$ cat src/ahc_pkg.sv
package ahc_pkg;

   // Fixed field widths of the item formats.
   localparam int SYM_W      = 9;
   localparam int WEIGHT_W   = 16;
   localparam int CSR_IDX_W  = 1;
   localparam int CSR_DATA_W = 16;

   // Register indexes of the configuration port.
   localparam logic [CSR_IDX_W-1:0] CSR_MODE  = 1'b0;
   localparam logic [CSR_IDX_W-1:0] CSR_LIMIT = 1'b1;

   // Mode codes.
   localparam logic MODE_ENCODE = 1'b0;
   localparam logic MODE_DECODE = 1'b1;

   localparam logic [WEIGHT_W-1:0] LIMIT_RESET = 16'd2000;

   typedef struct packed {
      logic [SYM_W-1:0] symbol_in;
      logic             code_bit_in;
   } req_type;

   typedef struct packed {
      logic             code_bit_out;
      logic [SYM_W-1:0] symbol_out;
      logic             symbol_valid;
      logic             last;
   } rsp_type;

   // Configuration seen by the engine.
   typedef struct packed {
      logic                mode;
      logic [WEIGHT_W-1:0] rescale_limit;
      logic                cursor_home;
   } cfg_type;

   // Engine status towards the top level.
   typedef struct packed {
      logic clearing;
      logic halving;
   } status_type;

   typedef enum logic [4:0] {
      ST_CLEAR,
      ST_IDLE,
      ST_DEC_RD,
      ST_DEC_SEL,
      ST_DEC_EMIT,
      ST_ENC_RD_PAR,
      ST_ENC_RD_CHILD,
      ST_ENC_PUSH,
      ST_ENC_EMIT,
      ST_UPD_RD_LEAF,
      ST_UPD_INC,
      ST_UPD_SIB,
      ST_RAISE_RD_SIB,
      ST_RAISE_RD_PAR,
      ST_RAISE_WR,
      ST_RAISE_NEXT,
      ST_HALVE_RD,
      ST_HALVE_WR,
      ST_UPD_RESUME,
      ST_SWAP_RD_UP,
      ST_SWAP_RD_UNCLE,
      ST_SWAP_RD_W,
      ST_SWAP_CMP,
      ST_SWAP_FIX
   } state_type;

endpackage

$ cat src/ahc_engine.sv
module ahc_engine import ahc_pkg::*; #(
   parameter int LEAF_COUNT = 512,
   parameter int MAX_DEPTH  = 64,
   localparam int NW  = $clog2(2 * LEAF_COUNT),
   localparam int CW  = NW - 1,
   localparam int NMW = NW + WEIGHT_W,
   localparam int CMW = 2 * NW
) (
   input  logic           clock,
   input  logic           reset,
   input  cfg_type        cfg,
   output status_type     status,
   input  logic           req_valid,
   output logic           req_ready,
   input  req_type        req_payload,
   output logic           rsp_valid,
   input  logic           rsp_ready,
   output rsp_type        rsp_payload,
   output logic           nm_we,
   output logic [NW-1:0]  nm_waddr,
   output logic [NMW-1:0] nm_wdata,
   output logic [NW-1:0]  nm_raddr,
   input  logic [NMW-1:0] nm_rdata,
   output logic           cm_we,
   output logic [CW-1:0]  cm_waddr,
   output logic [CMW-1:0] cm_wdata,
   output logic [CW-1:0]  cm_raddr,
   input  logic [CMW-1:0] cm_rdata
);

   localparam int NODE_COUNT = 2 * LEAF_COUNT;
   localparam int DPW        = $clog2(MAX_DEPTH + 1);
   localparam logic [NW-1:0]  ROOT       = NW'(1);
   localparam logic [NW-1:0]  LAST_NODE  = NW'(NODE_COUNT - 1);
   localparam logic [NW-1:0]  FIRST_LEAF = NW'(LEAF_COUNT);
   localparam logic [DPW-1:0] DEPTH_MAX  = DPW'(MAX_DEPTH);

   state_type st_ff, st_in;

   logic [NW-1:0] cur_ff, cur_in;
   logic [NW-1:0] leaf_ff, leaf_in;
   logic [NW-1:0] child_ff, child_in;
   logic [NW-1:0] enc_node_ff, enc_node_in;
   logic [NW-1:0] enc_par_ff, enc_par_in;
   logic [NW-1:0] ra_ff, ra_in;
   logic [NW-1:0] rpa_ff, rpa_in;
   logic [NW-1:0] rb_ff, rb_in;
   logic [NW-1:0] leafpa_ff, leafpa_in;
   logic [NW-1:0] au_ff, au_in;
   logic [NW-1:0] ua_ff, ua_in;
   logic [NW-1:0] uua_ff, uua_in;
   logic [NW-1:0] bu_ff, bu_in;
   logic [NW-1:0] ul_ff, ul_in;
   logic [NW-1:0] ur_ff, ur_in;
   logic [NW-1:0] idx_ff, idx_in;
   logic [WEIGHT_W-1:0] rwa_ff, rwa_in;
   logic [WEIGHT_W-1:0] wau_ff, wau_in;
   logic cbit_ff, cbit_in;
   logic ret_swap_ff, ret_swap_in;
   logic [MAX_DEPTH-1:0] sr_ff, sr_in;
   logic [DPW-1:0] depth_ff, depth_in;
   logic [DPW-1:0] emit_ff, emit_in;
   rsp_type rsp_ff, rsp_in;
   logic rsp_valid_ff, rsp_valid_in;

   // Read data fields and derived conditions.
   logic [NW-1:0]       nm_par;
   logic [WEIGHT_W-1:0] nm_w;
   logic [NW-1:0]       cm_l, cm_r;
   logic                req_take, slot_free, sym_ok;
   logic [NW-1:0]       req_leaf, child_sel, uncle, raise_sib;
   logic                child_leaf, emit_last, ua_left, swap_do;
   logic [DPW-1:0]      depth_inc;
   logic                out_load;
   rsp_type             out_data;

   assign nm_par = nm_rdata[NMW-1:WEIGHT_W];
   assign nm_w   = nm_rdata[WEIGHT_W-1:0];
   assign cm_l   = cm_rdata[CMW-1:NW];
   assign cm_r   = cm_rdata[NW-1:0];

   assign req_take   = req_valid & req_ready;
   assign slot_free  = !rsp_valid_ff || rsp_ready;
   assign sym_ok     = 32'(req_payload.symbol_in) < 32'(LEAF_COUNT);
   assign req_leaf   = NW'(32'(req_payload.symbol_in) + 32'(LEAF_COUNT));
   assign child_sel  = cbit_ff ? cm_r : cm_l;
   assign child_leaf = child_ff >= FIRST_LEAF;
   assign emit_last  = DPW'(emit_ff + DPW'(1)) == depth_ff;
   assign depth_inc  = (depth_ff == DEPTH_MAX) ? depth_ff : DPW'(depth_ff + DPW'(1));
   assign ua_left    = cm_l == ua_ff;
   assign uncle      = ua_left ? cm_r : cm_l;
   assign swap_do    = wau_ff > nm_w;
   assign raise_sib  = (cm_l == ra_ff) ? cm_r : cm_l;

   assign rsp_valid   = rsp_valid_ff;
   assign rsp_payload = rsp_ff;

   // Next state.
   always_comb begin
      st_in = st_ff;
      unique case (st_ff)
         ST_CLEAR: begin
            if (idx_ff == LAST_NODE) st_in = ST_IDLE;
         end
         ST_IDLE: begin
            if (req_take) begin
               if (cfg.mode == MODE_DECODE) st_in = ST_DEC_RD;
               else if (sym_ok)              st_in = ST_ENC_RD_PAR;
            end
         end
         ST_DEC_RD:  st_in = ST_DEC_SEL;
         ST_DEC_SEL: st_in = ST_DEC_EMIT;
         ST_DEC_EMIT: begin
            if (slot_free) st_in = child_leaf ? ST_UPD_RD_LEAF : ST_IDLE;
         end
         ST_ENC_RD_PAR:   st_in = ST_ENC_RD_CHILD;
         ST_ENC_RD_CHILD: st_in = ST_ENC_PUSH;
         ST_ENC_PUSH: begin
            st_in = (enc_par_ff == ROOT) ? ST_ENC_EMIT : ST_ENC_RD_PAR;
         end
         ST_ENC_EMIT: begin
            if (slot_free && emit_last) st_in = ST_UPD_RD_LEAF;
         end
         ST_UPD_RD_LEAF:  st_in = ST_UPD_INC;
         ST_UPD_INC:      st_in = ST_UPD_SIB;
         ST_UPD_SIB:      st_in = ST_RAISE_RD_SIB;
         ST_RAISE_RD_SIB: st_in = ST_RAISE_RD_PAR;
         ST_RAISE_RD_PAR: st_in = ST_RAISE_WR;
         ST_RAISE_WR: begin
            if (rpa_ff != ROOT)                    st_in = ST_RAISE_NEXT;
            else if (rwa_ff >= cfg.rescale_limit)  st_in = ST_HALVE_RD;
            else                                   st_in = ST_UPD_RESUME;
         end
         ST_RAISE_NEXT: st_in = ST_RAISE_RD_SIB;
         ST_HALVE_RD:   st_in = ST_HALVE_WR;
         ST_HALVE_WR: begin
            st_in = (idx_ff == LAST_NODE) ? ST_UPD_RESUME : ST_HALVE_RD;
         end
         ST_UPD_RESUME: begin
            if (ret_swap_ff) st_in = (uua_ff == ROOT) ? ST_IDLE : ST_SWAP_RD_UP;
            else             st_in = (leafpa_ff == ROOT) ? ST_IDLE : ST_SWAP_RD_UP;
         end
         ST_SWAP_RD_UP:    st_in = ST_SWAP_RD_UNCLE;
         ST_SWAP_RD_UNCLE: st_in = ST_SWAP_RD_W;
         ST_SWAP_RD_W:     st_in = ST_SWAP_CMP;
         ST_SWAP_CMP:      st_in = swap_do ? ST_SWAP_FIX : ST_UPD_RESUME;
         ST_SWAP_FIX:      st_in = ST_RAISE_RD_SIB;
         default:          st_in = ST_IDLE;
      endcase
   end

   // Memory ports, handshake and result loading.
   always_comb begin
      nm_we     = 1'b0;
      nm_waddr  = idx_ff;
      nm_wdata  = {nm_par, nm_w};
      nm_raddr  = idx_ff;
      cm_we     = 1'b0;
      cm_waddr  = idx_ff[CW-1:0];
      cm_wdata  = cm_rdata;
      cm_raddr  = cur_ff[CW-1:0];
      req_ready = 1'b0;
      out_load  = 1'b0;
      out_data  = '0;
      status.clearing = st_ff == ST_CLEAR;
      status.halving  = (st_ff == ST_HALVE_RD) || (st_ff == ST_HALVE_WR);
      unique case (st_ff)
         ST_CLEAR: begin
            nm_we    = 1'b1;
            nm_wdata = {1'b0, idx_ff[NW-1:1], WEIGHT_W'(1)};
            cm_we    = idx_ff < FIRST_LEAF;
            cm_wdata = {idx_ff[NW-2:0], 1'b0, idx_ff[NW-2:0], 1'b1};
         end
         ST_IDLE: begin
            req_ready = 1'b1;
         end
         ST_DEC_RD: begin
            cm_raddr = cur_ff[CW-1:0];
         end
         ST_DEC_EMIT: begin
            out_load              = slot_free;
            out_data.symbol_valid = child_leaf;
            out_data.symbol_out   = child_leaf ? SYM_W'(child_ff - FIRST_LEAF) : '0;
            out_data.last         = 1'b1;
         end
         ST_ENC_RD_PAR: begin
            nm_raddr = enc_node_ff;
         end
         ST_ENC_RD_CHILD: begin
            cm_raddr = nm_par[CW-1:0];
         end
         ST_ENC_EMIT: begin
            out_load              = slot_free;
            out_data.code_bit_out = sr_ff[0];
            out_data.last         = emit_last;
         end
         ST_UPD_RD_LEAF: begin
            nm_raddr = leaf_ff;
         end
         ST_UPD_INC: begin
            nm_we    = 1'b1;
            nm_waddr = leaf_ff;
            nm_wdata = {nm_par, WEIGHT_W'(nm_w + WEIGHT_W'(1))};
            cm_raddr = nm_par[CW-1:0];
         end
         ST_RAISE_RD_SIB: begin
            nm_raddr = rb_ff;
         end
         ST_RAISE_RD_PAR: begin
            nm_raddr = rpa_ff;
         end
         ST_RAISE_WR: begin
            nm_we    = 1'b1;
            nm_waddr = rpa_ff;
            nm_wdata = {nm_par, rwa_ff};
            cm_raddr = nm_par[CW-1:0];
         end
         ST_HALVE_RD: begin
            nm_raddr = idx_ff;
         end
         ST_HALVE_WR: begin
            nm_we    = 1'b1;
            nm_waddr = idx_ff;
            nm_wdata = {nm_par, 1'b0, nm_w[WEIGHT_W-1:1]};
         end
         ST_SWAP_RD_UP: begin
            nm_raddr = ua_ff;
         end
         ST_SWAP_RD_UNCLE: begin
            cm_raddr = nm_par[CW-1:0];
            nm_raddr = au_ff;
         end
         ST_SWAP_RD_W: begin
            nm_raddr = uncle;
         end
         ST_SWAP_CMP: begin
            // The leaf-side node takes the uncle's place under the grandparent.
            nm_we    = swap_do;
            nm_waddr = bu_ff;
            nm_wdata = {ua_ff, nm_w};
            cm_we    = swap_do;
            cm_waddr = uua_ff[CW-1:0];
            cm_wdata = (ul_ff == ua_ff) ? {ul_ff, au_ff} : {au_ff, ur_ff};
            cm_raddr = ua_ff[CW-1:0];
         end
         ST_SWAP_FIX: begin
            nm_we    = 1'b1;
            nm_waddr = au_ff;
            nm_wdata = {uua_ff, wau_ff};
            cm_we    = 1'b1;
            cm_waddr = ua_ff[CW-1:0];
            cm_wdata = (cm_l == au_ff) ? {bu_ff, cm_r} : {cm_l, bu_ff};
         end
         default: begin
         end
      endcase
   end

   // Datapath register updates.
   always_comb begin
      cur_in      = cur_ff;
      leaf_in     = leaf_ff;
      child_in    = child_ff;
      enc_node_in = enc_node_ff;
      enc_par_in  = enc_par_ff;
      ra_in       = ra_ff;
      rpa_in      = rpa_ff;
      rb_in       = rb_ff;
      leafpa_in   = leafpa_ff;
      au_in       = au_ff;
      ua_in       = ua_ff;
      uua_in      = uua_ff;
      bu_in       = bu_ff;
      ul_in       = ul_ff;
      ur_in       = ur_ff;
      idx_in      = idx_ff;
      rwa_in      = rwa_ff;
      wau_in      = wau_ff;
      cbit_in     = cbit_ff;
      ret_swap_in = ret_swap_ff;
      sr_in       = sr_ff;
      depth_in    = depth_ff;
      emit_in     = emit_ff;
      rsp_in      = out_load ? out_data : rsp_ff;
      rsp_valid_in = out_load || (rsp_valid_ff && !rsp_ready);
      unique case (st_ff)
         ST_CLEAR: begin
            idx_in = NW'(idx_ff + NW'(1));
         end
         ST_IDLE: begin
            if (req_take) begin
               cbit_in     = req_payload.code_bit_in;
               leaf_in     = req_leaf;
               enc_node_in = req_leaf;
               depth_in    = '0;
            end
         end
         ST_DEC_SEL: begin
            child_in = child_sel;
         end
         ST_DEC_EMIT: begin
            if (slot_free) begin
               cur_in  = child_leaf ? ROOT : child_ff;
               leaf_in = child_ff;
            end
         end
         ST_ENC_RD_CHILD: begin
            enc_par_in = nm_par;
         end
         ST_ENC_PUSH: begin
            // Bits are gathered leaf first, so the root bit ends at the bottom.
            sr_in       = {sr_ff[MAX_DEPTH-2:0], cm_r == enc_node_ff};
            depth_in    = depth_inc;
            enc_node_in = enc_par_ff;
            emit_in     = '0;
         end
         ST_ENC_EMIT: begin
            if (slot_free) begin
               sr_in   = {1'b0, sr_ff[MAX_DEPTH-1:1]};
               emit_in = DPW'(emit_ff + DPW'(1));
            end
         end
         ST_UPD_INC: begin
            ra_in       = leaf_ff;
            rpa_in      = nm_par;
            leafpa_in   = nm_par;
            rwa_in      = WEIGHT_W'(nm_w + WEIGHT_W'(1));
            ret_swap_in = 1'b0;
         end
         ST_UPD_SIB: begin
            rb_in = raise_sib;
         end
         ST_RAISE_RD_PAR: begin
            rwa_in = WEIGHT_W'(rwa_ff + nm_w);
         end
         ST_RAISE_WR: begin
            ra_in  = rpa_ff;
            rpa_in = nm_par;
            idx_in = ROOT;
         end
         ST_RAISE_NEXT: begin
            rb_in = raise_sib;
         end
         ST_HALVE_WR: begin
            idx_in = NW'(idx_ff + NW'(1));
         end
         ST_UPD_RESUME: begin
            if (ret_swap_ff) begin
               au_in = ua_ff;
               ua_in = uua_ff;
            end else begin
               au_in = leaf_ff;
               ua_in = leafpa_ff;
            end
         end
         ST_SWAP_RD_UNCLE: begin
            uua_in = nm_par;
         end
         ST_SWAP_RD_W: begin
            bu_in  = uncle;
            ul_in  = cm_l;
            ur_in  = cm_r;
            wau_in = nm_w;
         end
         ST_SWAP_CMP: begin
            rwa_in      = nm_w;
            ret_swap_in = 1'b1;
         end
         ST_SWAP_FIX: begin
            // Counts are redone from the uncle's new place upwards.
            ra_in  = bu_ff;
            rpa_in = ua_ff;
            rb_in  = (cm_l == au_ff) ? cm_r : cm_l;
         end
         default: begin
         end
      endcase
      if (cfg.cursor_home) cur_in = ROOT;
   end

   // Control registers.
   always_ff @(posedge clock) begin
      if (reset) begin
         st_ff        <= ST_CLEAR;
         idx_ff       <= '0;
         cur_ff       <= ROOT;
         rsp_valid_ff <= 1'b0;
         ret_swap_ff  <= 1'b0;
      end else begin
         st_ff        <= st_in;
         idx_ff       <= idx_in;
         cur_ff       <= cur_in;
         rsp_valid_ff <= rsp_valid_in;
         ret_swap_ff  <= ret_swap_in;
      end
   end

   // Payload registers.
   always_ff @(posedge clock) begin
      leaf_ff     <= leaf_in;
      child_ff    <= child_in;
      enc_node_ff <= enc_node_in;
      enc_par_ff  <= enc_par_in;
      ra_ff       <= ra_in;
      rpa_ff      <= rpa_in;
      rb_ff       <= rb_in;
      leafpa_ff   <= leafpa_in;
      au_ff       <= au_in;
      ua_ff       <= ua_in;
      uua_ff      <= uua_in;
      bu_ff       <= bu_in;
      ul_ff       <= ul_in;
      ur_ff       <= ur_in;
      rwa_ff      <= rwa_in;
      wau_ff      <= wau_in;
      cbit_ff     <= cbit_in;
      sr_ff       <= sr_in;
      depth_ff    <= depth_in;
      emit_ff     <= emit_in;
      rsp_ff      <= rsp_in;
   end

endmodule

$ cat config.mk
export PLATFORM = sky130hd
export DESIGN_NAME = ahc_engine
export DESIGN_NICKNAME = d
export VERILOG_FILES = /design/src/ahc_pkg.sv /design/src/ahc_engine.sv
export SDC_FILE = /design/constraint.sdc
export NUM_CORES = 1
export LEC_CHECK = 0
export BUFFER_PORTS_ARGS = -buffer_cell sky130_fd_sc_hd__buf_2
export CAP_MARGIN = 20
export CORE_ASPECT_RATIO = 1.2
export CORE_MARGIN = 4
export CORE_UTILIZATION = 35
export CTS_CLUSTER_DIAMETER = 200
export DETAILED_ROUTE_END_ITERATION = 10
export MAX_ROUTING_LAYER = met4
export PLACE_DENSITY = 0.55
export SKIP_LAST_GASP = 1
export SYNTH_ARGS = -nofsm -noshare
export SYNTH_HDL_FRONTEND = slang
export SYNTH_SLANG_ARGS = --single-unit
$ cat constraint.sdc
create_clock -name clock -period 7.3 [get_ports clock]
set_clock_uncertainty 0.15 [all_clocks]
set_input_delay 0.365 -clock clock [delete_from_list [all_inputs] [get_ports clock]]
set_output_delay 0.365 -clock clock [all_outputs]
set_load 0.01 [all_outputs]
Word-level counts from Yosys, hierarchy flattened
Index checks and enable logic that the tools add are counted. Widths: inputs -> output; s select.

Equal/unequal tests: 41. Bitwise operators: 1. Add/subtract/negate cells: 7. Multipliers: 0. Shift-type cells: 0. Reduce and logical (&&, ||, !) cells: 33. Multiplexer cells: 52. $lt $le $gt $ge: 4. Div/mod/pow operators: 0.

Operator list (count): $pmux 26 s6 (1); $pmux 64 s2 (1); $pmux 5 s22 (1); $pmux 10 s2 (5); $mux 10 (8); $pmux 10 s7 (1); $mux 64 (1); $pmux 20 s3 (1); $eq 10x10->1 (5); $pmux 16 s3 (1); $eq 5x4->1 const B (8); $eq 5x5->1 const B (8); $mux 20 (2); $mux 5 (8); $pmux 10 s4 (1); $pmux 9 s2 (2); $eq 10x1->1 const B (3); $pmux 10 s3 (1); $pmux 7 s2 (2); $mux 7 (3); $eq 5x3->1 const B (4); $add 16x1->16 const B (1); $add 16x16->16 (1); $ge 16x16->1 (1); other kinds (36) (68).

Latch bits: 0. Logic and storage cells: 167. Bits in read-only memories: 0. RAM bits: 0. Output and inout bits: 102. Input bits: 78. Memories: 0. Register bits after elaboration: 289.

Depth between registers and ports, before layout
Gate-level depths: netlist (run 1).

Word-level depth: 5. Gate-level depth with buffers: 10. Depth with buffers taken out: 9.

Worst setup path before layout (run 1)
OpenSTA, ideal clock, no wires.

Path type: register to register. Start: register st_ff[4]. End: register emit_ff[0] (enable). Arrival: 6.380 ns. Cell stages (with the launch flop): 7. Setup time: 0.598 ns. Buffers on the path: 3. Setup slack: 0.172 ns. Data required time: 6.552 ns. Clock period less this slack: 7.128 ns. Path through: dfxtp_1 > buf_2 > or3_1 > or2_0 > buf_2 > buf_2 > o21ai_0.

Word-level cells in the longest chain between the ends: 3. Elaborated cells between the ends (all ways): 5. Classes of those cells: eq/ne (3); reduce/logical (2).

Ends and longest elaborated chain: from (decl) (line ahc_engine.sv:38) `state_type st_ff, st_in;`; from (signal assigned) (line ahc_engine.sv:390) `st_ff <= st_in;`; $eq 5x4->1 / $eq 5x3->1 (equally long branches) (line ahc_engine.sv:286) `unique case (st_ff)`; $ne 2x2->1 (no line) / $reduce_bool 2->1 (equally long branches); $reduce_and 2->1 (no line) *; to (signal assigned) (line ahc_engine.sv:419) `emit_ff <= emit_in;`; to (decl) (line ahc_engine.sv:62) `logic [DPW-1:0] emit_ff, emit_in;`.

Every way passes the cells marked *; elsewhere a longest branch is shown, timed or not. A chain may end at the register's enable or synchronous reset.

Worst setup path in the final report (run 1)
Start: register st_ff[0]. End: output nm_raddr[5].

Word-level cells in the longest chain between the ends: 2. Elaborated cells between the ends (all ways): 8. Classes of those cells: eq/ne (7); mux (1).

Ends and longest elaborated chain: $eq 5x5->1, or another cell as far along (line ahc_engine.sv:167) `unique case (st_ff)`; $pmux 10 s7 * (line ahc_engine.sv:167); to (decl) (line ahc_engine.sv:22) `output logic [NW-1:0] nm_raddr,`.

Marks and branches as above.

==> metrics.txt, run 1 <==
status complete, no violations; PortBufs around 180; largest stage delay on the critical path between 600 and 700 ps; Initial Util 0.3565; Die Wd 213.1 um; Layout Nets 2,075; most frequent cell after synthesis nand2_1; remaining antenna violation count after routing 0; first-pass GRT wire length 91.55 mm; number of setup buffers added after CTS 0; period utilization 0.5615; Yosys reg bits 289; vias per cell 5.808; H-tree depth 2; clock period minus worst slack 4099 ps; M1 GR Usage 0.3044; Slew @ Worst Pin roughly 1100 ps; maximum VDD drop 177.2 uV; crit path kind flip-flop to output pin; register area share after synthesis 0.4765; CP Data Arrival Time 3580 ps; CP Capture Type output pin; GP Congestion 0.9587; Static Leak 8.106 nW; CTS tree done; CP max-delay cell nor2_1; Mapped Area 17,670 sq um; most used cell, CP a21oi_1; count of cell types in the netlist 79; Ys Warns 0; Hold Fails Final Rpt 0; synth cell count leaders nand2_1 (324), edfxtp_1 (263), nor2_1 (149), o21ai_0 (97), a21oi_1 (74); largest net degree at the start of global routing 72; Startpoint Class flip-flop; Root Buffer clkbuf_16; Chip Height about 250 um; worst-case reg-to-reg path depth 7; total die area 54,150 sq um; I/O Pins 180; share of layout cells above drive strength 1 0.1777; DP Area 19,030 sq um; Mapped Avg Cell Area 9.875 sq um; wire per inst 23.67 um; Post-synth EDFFs 263; Peak Freq roughly 0.24 GHz; global routing usage on met2 0.3576; area grow syn2layout 15.98%; Vias 15,150; MaxCap Viol Count 0; cells after synthesis around 1,800; grt total ovfl 0; min-delay worst type input port to flip-flop; max_slew headroom 0.2695; final core occ 0.4135; Hold Path Cell Cnt 1; proportion of netlist area held by the largest area contributor 0.4470; Critical Path, Cell by Cell buf_4 -> nand2b_1 -> or2_2 -> nor2_1 -> a22oi_1 -> nand3_1 -> a21oi_1 -> a21oi_1 -> buf_2; crit-path max FO 50; largest area contributor in the synthesized netlist edfxtp_1; Clock Latency Late Sink 550 ps; Site Rows 89; final instance area just over 20,000 sq um; WL final between 60 and 70 mm; Main synth FF type edfxtp_1; GR Util All Layers 0.2278; HPWL Detailed 43.90 mm; antenna violations before repair 1; clk buf depth 3; vias in the first global route 14,650; Post-CTS Resized 0; clock-pin slew on the worst setup and hold paths 60 ps; setup_tns 0 ps; initial DRC count 1,629; CTS Buf Count 34; Pwr Total ~5.8 mW; syn_nets 1,920; RSZ-0062 raised after global routing false; Worst Path Required 6780 ps; gr busiest metal met2; Synth area leaders edfxtp_1 (45%), nand2_1 (6.9%), mux2_2 (4.1%); Core ar. 49,550 sq um; met3 GRT Util 0.03939; Final Max Tran Viols 0; clock sink count 289; DRT Pass-1 Iters 6; pwr dens roughly 280 nW/um^2; layout filler cell count roughly 4,800; hold_buf cts 33; # setup viols final 0; fraction of registers with async set or reset after synthesis 0; DRC violations left 0
-- state kept, by name, indices dropped and copies added, names as in the netlist, 12 cells and up --
| signal | flops |
|---|---|
| wau_ff | 16 |
| sr_ff | 64 |
| rwa_ff | 16 |
| rsp_payload | 12 |
-- layout make-up --
class	count	area (sq um)	share of cell area
Inverter	56	210.2	0.01026
Timing Repair Buffer	237	1414	0.06900
Antenna cell	1	2.502	0.0001221
Sequential cell	289	8419	0.4109
Multi-Input combinational cell	1326	8518	0.4157
Clock buffer	52	979.7	0.04781
Clock inverter	10	150.1	0.007327
Tap cell	637	797.0	0.03890
-- critical path: cells and delay by family, from the launching register on --
family | cells | cell delay, ps
simple gates | 4 | 1350
buf+inv | 2 | 790
compound gates | 3 | 580
flops | 1 | 310
-- metrics by stage --
stage | instances | worst slack (ps) | hold slack (ps)
2_1_floorplan | 1789 | 171.6 | 306.8
3_3_place_gp | 2512 | 3814 | 296.7
3_5_place_dp | 2512 | 3758 | 308.7
4_1_cts | 2607 | 3215 | 0.2982
5_1_grt | 2608 | 2962 | 4.643
6_report | 2608 | 3201 | 25.46
-- routing by layer --
layer  vias to the layer above  share of wire  wire [um]
li1                       6896              -          -
met1                      7478           0.43      26460
met2                       653           0.46      28600
met3                       121          0.078       4816
met4                         0          0.030       1853
met5                         -              0          0
-- power breakdown --
group          internal (mW)  switching (mW)  total, mW
logic                  0.643            1.15       1.80
registers               2.07           0.131       2.20
clock network           1.04           0.713       1.75
total                   3.76            2.00       5.75
-- cells in the final DEF (no fill, tap or decap), types with 25 or more instances in the layout --
cell type / instances
clkbuf_16: 35
edfxtp_1: 263
dlygate4sd3_1: 33
dfxtp_1: 25
inv_1: 56
nor2_1: 145
a21oi_1: 74
o21ai_0: 96
buf_4: 25
xnor2_1: 36
mux2i_1: 51
ha_1: 52
mux2_2: 64
a22oi_1: 44
nand2_1: 324
buf_2: 179
xor2_1: 43
nand3_1: 43
and3_1: 28
-- final timing paths --
check         startpoint           to  slack (ps)
max reg2reg     st_ff[2]   rwa_ff[14]        3710
min reg2reg  ret_swap_ff  ret_swap_ff         320
max             st_ff[0]  nm_raddr[5]        3200
min          nm_rdata[2]    wau_ff[2]          30
-- logic make-up after synthesis --
| group | count (synthesis) | share of synthesized area |
|---|---|---|
| flip-flops | 289 | 0.4765 |
| XOR/XNOR | 80 | 0.04051 |
| AO/OA/AOI/OAI | 393 | 0.1518 |
| AND/OR/NAND/NOR | 681 | 0.1764 |
| buffers and inverters | 174 | 0.04370 |
| multiplexers | 119 | 0.07309 |
| adder cells (fa/ha/maj) | 53 | 0.03796 |
(Power assumes the default switching activity.)
==> run 2, diff against run 1 <==
Clock period 7.3 ns to 3.4 ns, I/O delays scaled along.
==> run 2 against run 1 <==
  * Utilization increased by 1.7 points
  * Clock power up 110%
  * Global-route usage grew 0.54 points
  * Sequential cell count is the same
  * Combinational power grew 130%
  * Worst setup slack got worse by 3100 ps
  * First-iteration DRC count fell by 1.0%
  * Critical path depth fell by 1
  * Largest cell class unchanged
  * Register-to-register slack lost 3100 ps
  * Die area unchanged
  * Critical endpoint is now nm_raddr[1]
  * Final cell count rose by 3.1%
  * Design area grew 4.0%
==> metrics.txt, run 2 (synthesis results as in run 1) <==
maximum VDD drop 431.1 uV (+140%); Chip Height 254.1 um (unchanged); worst-case reg-to-reg path depth 8 (+1); Hold Path Cell Cnt 6 (+5); Layout Cells excl Fill 2,690 (+3.1%); Root Buffer clkbuf_16; grt total ovfl 0 (unchanged); Site Rows 89 (unchanged); Biggest register sr_ff; area grow syn2layout 20.65%; wire per inst 23.47 um (-0.83%); first-pass GRT wire length 94.13 mm (+2.8%); initial DRC count 1,612 (-1.0%); DRC violations left 0 (unchanged); RSZ-0062 raised after global routing false; DP Area 19,460 sq um (+2.3%); largest stage delay on the critical path 500 ps (-140 ps); DR WL met3 4.867 mm (+1.1%); Clock Latency Late Sink 590 ps (+40 ps); CP max-delay cell edfxtp_1; Slew @ Worst Pin 892.5 ps (-199.3 ps); vias in the first global route 15,060 (+2.8%); status complete, no violations; layout filler cell count 4,737 (-0.69%); Startpoint Class flip-flop; remaining antenna violation count after routing 0 (unchanged); dpl cells 2,561 (+2.0%); crit path kind flip-flop to output pin; H-tree depth 1 (-1); DR WL met2 28.71 mm (+0.39%); CP Capture Type output pin; CP Data Arrival Time 3010 ps (-570 ps); PortBufs 179 (unchanged); final instance area 21,320 sq um (+4.0%); clock sink count 289 (unchanged); largest net degree at the start of global routing 72 (unchanged); clk buf depth 3 (unchanged); Hold Fails Final Rpt 0 (unchanged); clock period minus worst slack 3331 ps; Largest regs sr_ff: 64 flops, rwa_ff: 16 flops, wau_ff: 16 flops; highest metal used met4; GR Util All Layers 0.2332 (+0.005389); GP Congestion 0.9285 (-3.2%); commonest cells after routing, fill and taps aside nand2_1 (324), edfxtp_1 (263), buf_2 (179); pwr dens 590.1 nW/um^2 (+110%); Final Max Tran Viols 0 (unchanged); Top delay family on crit path flip-flops; Layout Nets 2,159 (+4.0%); crit-path max FO 10 (-80%); clock-pin slew on the worst setup and hold paths 60 ps (about the same); vias per cell 5.726 (-1.4%); Die Wd 213.1 um (unchanged); most used cell, CP a21oi_1; MaxCap Viol Count 0 (unchanged); max reg flops 64 (unchanged); commonest non-fill, non-tap cell in the layout nand2_1; Initial Util 0.3565 (unchanged); Peak Freq 0.3003 GHz; Vias 15,400 (+1.7%); area taken by multi-input logic gates 8547 sq um (+0.34%); Crit path depth 8 (-1); CTS Buf Count 31 (-8.8%); DRT Pass-1 Iters 8 (+2); WL met1 27.12 mm (+2.5%); CTS tree done; # setup viols final 0 (unchanged); I/O Pins 180 (unchanged); WL final 63.14 mm (+2.3%); HPWL Detailed 45.96 mm (+4.7%); min-delay worst type input port to flip-flop; total die area 54,150 sq um (unchanged); Worst Path Required 3080 ps (-3700 ps); ant diodes 0 (-1); Reg area 8424 sq um (about the same); antenna violations before repair 1 (unchanged); max_slew headroom 0.4028 (+0.1333); Static Leak 8.508 nW (+5.0%); Core ar. 49,550 sq um (unchanged); Critical Path, Cell by Cell xnor2_1 -> nand4_1 -> nor4_4 -> buf_4 -> mux2_2 -> a21oi_1 -> a21oi_1 -> buf_2; Buf/Inv on CP 2 (unchanged); share of layout cells above drive strength 1 0.2051 (+0.02740); period utilization 0.9796
==> run 2: cell count changes in the layout (fill, tap and decap cells not counted), sizes merged <==
cell / delta
clkbuf: -17
buf: +59
diode: -1
clkinv: +4
dlygate4sd3: +27
bufinv: +4
nor2: +1
clkinvlp: +5
==> run 2: where the power goes <==
part           total [mW]  switching (mW)  leakage, nW  internal (mW)
logic                4.14            2.57         5.38           1.57
registers            4.70           0.257         2.60           4.45
clock network        3.73            1.51        0.531           2.22
==> run 2: area by class of cell <==
cell class | count | area share
repair buffers | 323 | 0.1042
clock inverters | 23 | 0.01509
clock buffers | 35 | 0.03710
inverters | 56 | 0.01004
multi-input cells | 1327 | 0.4010
flip-flops and latches | 289 | 0.3952
well taps | 637 | 0.03739
==> run 2: path summary, 6_finish.rpt <==
kind                            startpoint          end  slack, ps
worst min-delay path               cfg[12]     st_ff[1]        120
worst max register to register   rwa_ff[1]   rwa_ff[13]        600
worst max-delay path              ua_ff[8]  nm_raddr[1]         70
worst min register to register   cur_ff[4]    cur_ff[4]        340
==> run 2: repair_timing <==
action / in CTS / in global routing
pin swaps: 1 / 1
gates cloned: 1 / 0
resized for setup: 6 / 9
endpoints found under the hold margin: 167 / 0
endpoints found under the setup margin: 23 / 53
hold buffers: 60 / 0
buffers inserted: 0 / 10
==> run 2: tightest hold or removal path, stage by stage <==
cell and delay (ps):
buf_2 90, inv_1 40, ha_1 130, a221oi_1 40, o211ai_1 200, a211oi_1 110
==> run 2: per-stage QoR <==
| stage | setup TNS [ps] | worst slack (ps) | hold slack, ps | total power, mW | util |
|---|---|---|---|---|---|
| 2_1_floorplan | 0 | 250.6 | 118.9 | 7.278 | - |
| 3_3_place_gp | 0 | 399.8 | 228.5 | 8.744 | 0.3925 |
| 3_5_place_dp | 0 | 470.6 | 230.0 | 8.822 | 0.3928 |
| 4_1_cts | -35.70 | -35.70 | 112.8 | 12.63 | 0.4280 |
| 5_1_grt | 0 | 6.070 | 172.3 | 13.25 | 0.4301 |
| 6_report | 0 | 69.45 | 122.9 | 12.58 | 0.4301 |
==> run 2: routing by layer <==
metal  global-route usage  vias up
li1                     -     7049
met1               0.3135     7527
met2               0.3571      698
met3              0.03741      130
met4              0.08579        0
met5                    -        -
==> run 3, diff against run 2 <==
Settings changed: BUFFER_PORTS_ARGS -buffer_cell sky130_fd_sc_hd__buf_2 to -buffer_cell sky130_fd_sc_hd__buf_4.
==> run 3 against run 2 <==
  * Final cell count is 0.59% lower
  * Design area grew 0.55%
  * Routed wire length grew 1.1%
  * Largest power group unchanged
  * Power is 1.7% lower
  * Global-route usage rose by 0.15 points
  * Die area stayed put
  * Highest routed layer unchanged
==> metrics.txt, run 3 (synthesis results as in run 1) <==
status complete, no violations; Slew @ Worst Pin 1066 ps (+173.2 ps); max_slew headroom 0.2896 (-0.1132); CTS Buf Count 31 (unchanged); total die area 54,150 sq um (unchanged); Core ar. 49,550 sq um (unchanged); initial DRC count 1,605 (-0.43%); Comb pwr share 0.351 (+0.022); grt total ovfl 0 (unchanged); MaxCap Viol Count 0 (unchanged); largest net degree at the start of global routing 72 (unchanged); DRC violations left 0 (unchanged); PortBufs 179 (unchanged); ant diodes 0 (unchanged); Net Sw Frac 0.3515 (+0.006441); DP Area 19,800 sq um (+1.7%); share of layout cells above drive strength 1 0.1969 (-0.008208); Chip Height 254.1 um (unchanged); DP Worst Slack 450.4 ps (-20.28 ps); internal power 8.014 mW (-2.7%); wire per inst 23.88 um (+1.7%); # setup viols final 0 (unchanged); clock sink count 289 (unchanged); maximum VDD drop 392.4 uV (-9.0%); crit-path max FO 20 (+10); Layout Nets 2,144 (-0.69%); Seq pwr share 0.381 (+0.007); Site Rows 89 (unchanged); Worst Path Required 3080 ps (about the same); first-pass GRT wire length 94.74 mm (+0.65%); CP Data Arrival Time 2980 ps (-30 ps); Clock Power Share 0.268 (-0.029); antenna violations before repair 0 (-1); Initial Util 0.3565 (unchanged); min-delay worst type input port to flip-flop; Root Buffer clkbuf_16; Clock Latency Late Sink 590 ps (about the same); dpl cells 2,552 (-0.35%); Layout Cells excl Fill 2,674 (-0.59%); Startpoint Class flip-flop; RSZ-0062 raised after global routing true; DRT Pass-1 Iters 6 (-2); Hold WS 179.5 ps (+56.60 ps); I/O Pins 180 (unchanged); max reg flops 64 (unchanged); setup_tns 0 ps (unchanged); P_sw 4.343 mW (about the same); Die Wd 213.1 um (unchanged); layout filler cell count 4,766 (+0.61%); remaining antenna violation count after routing 0 (unchanged); final instance area 21,430 sq um (+0.55%); clock period minus worst slack 3304 ps (-27.05 ps); area grow syn2layout 21.31%; Peak Freq 0.3027 GHz (+0.82%); WL final 63.86 mm (+1.1%); pwr dens 576.6 nW/um^2 (-2.3%); clk buf depth 3 (unchanged); GP Congestion 0.9613 (+3.5%); clock-pin slew on the worst setup and hold paths 60 ps (about the same); HPWL Detailed 46.32 mm (+0.78%); vias in the first global route 14,810 (-1.7%); Hold Path Cell Cnt 2 (-4); final worst setup slack 96.50 ps (+27.05 ps); CP Capture Type output pin; Static Leak 8.474 nW (-0.41%); Hold Fails Final Rpt 0 (unchanged); period utilization 0.9716 (-0.007955); crit path kind flip-flop to output pin; CTS tree done; worst-case reg-to-reg path depth 8 (unchanged); Vias 15,380 (-0.13%); commonest non-fill, non-tap cell in the layout nand2_1; Biggest register sr_ff; GR Util All Layers 0.2346 (+0.001456); Largest regs sr_ff: 64 flops, rwa_ff: 16 flops, wau_ff: 16 flops; H-tree depth 1 (unchanged); Final Max Tran Viols 0 (unchanged); commonest cells after routing, fill and taps aside nand2_1 (324), edfxtp_1 (263), buf_4 (246); vias per cell 5.753 (+0.47%)
-- run 3: layer usage --
layer / up-vias / global-route usage / share of wire
met4: 0 / 0.06646 / 0.032
met2: 687 / 0.3743 / 0.47
met3: 112 / 0.03124 / 0.074
met5: - / - / 0
met1: 7559 / 0.3151 / 0.43
li1: 7026 / - / -
-- run 3: power groups by stage --
stage / registers, mW / logic (mW) / clock network [mW]
after floorplan: 4.69 / 2.59 / 0
after global placement: 4.77 / 4.20 / 0
after detailed placement: 4.77 / 4.25 / 0
after CTS: 4.70 / 4.34 / 3.39
after global routing: 4.74 / 4.73 / 3.52
final: 4.71 / 4.34 / 3.31
-- run 3: final timing paths --
kind                                     start          end  slack, ps
worst max-delay path                  ua_ff[3]  cm_wdata[6]        100
worst max register to register       rwa_ff[1]   rwa_ff[13]        370
worst min register to register       cur_ff[3]    cur_ff[3]        340
worst min-delay path            req_payload[0]      cbit_ff        180
-- run 3: worst max-delay path: stages, from the launching register on --
cell       delay (ps)
edfxtp_1          600
xor2_1            250
nor4_1            270
nand4_1           120
buf_4             270
mux2i_1           230
nor2_1             80
o31a_1            240
a2bb2oi_1         140
buf_4             160
-- run 3: stage by stage --
stage	power (mW)	util
after floorplan	7.278	-
after global placement	8.964	0.3996
after detailed placement	9.017	0.3996
after CTS	12.42	0.4315
after global routing	12.99	0.4325
final	12.36	0.4325
-- run 3: repair_timing --
| item | in CTS | in global routing |
|---|---|---|
| hold endpoints to repair | 168 | 0 |
| hold buffers | 60 | 0 |
| setup endpoints to repair | 32 | 25 |
| pin swaps | 0 | 0 |
| gates resized for setup | 4 | 4 |
| setup buffers | 0 | 5 |
-- run 3: layout make-up --
class	count	area (sq um)	area share
tap	637	797.0	0.03719
timing repair buffer	309	2499	0.1166
clock inverter	22	173.9	0.008115
sequential	289	8423	0.3930
clock buffer	35	790.8	0.03690
multi-input combinational	1326	8538	0.3984
inverter	56	210.2	0.009808
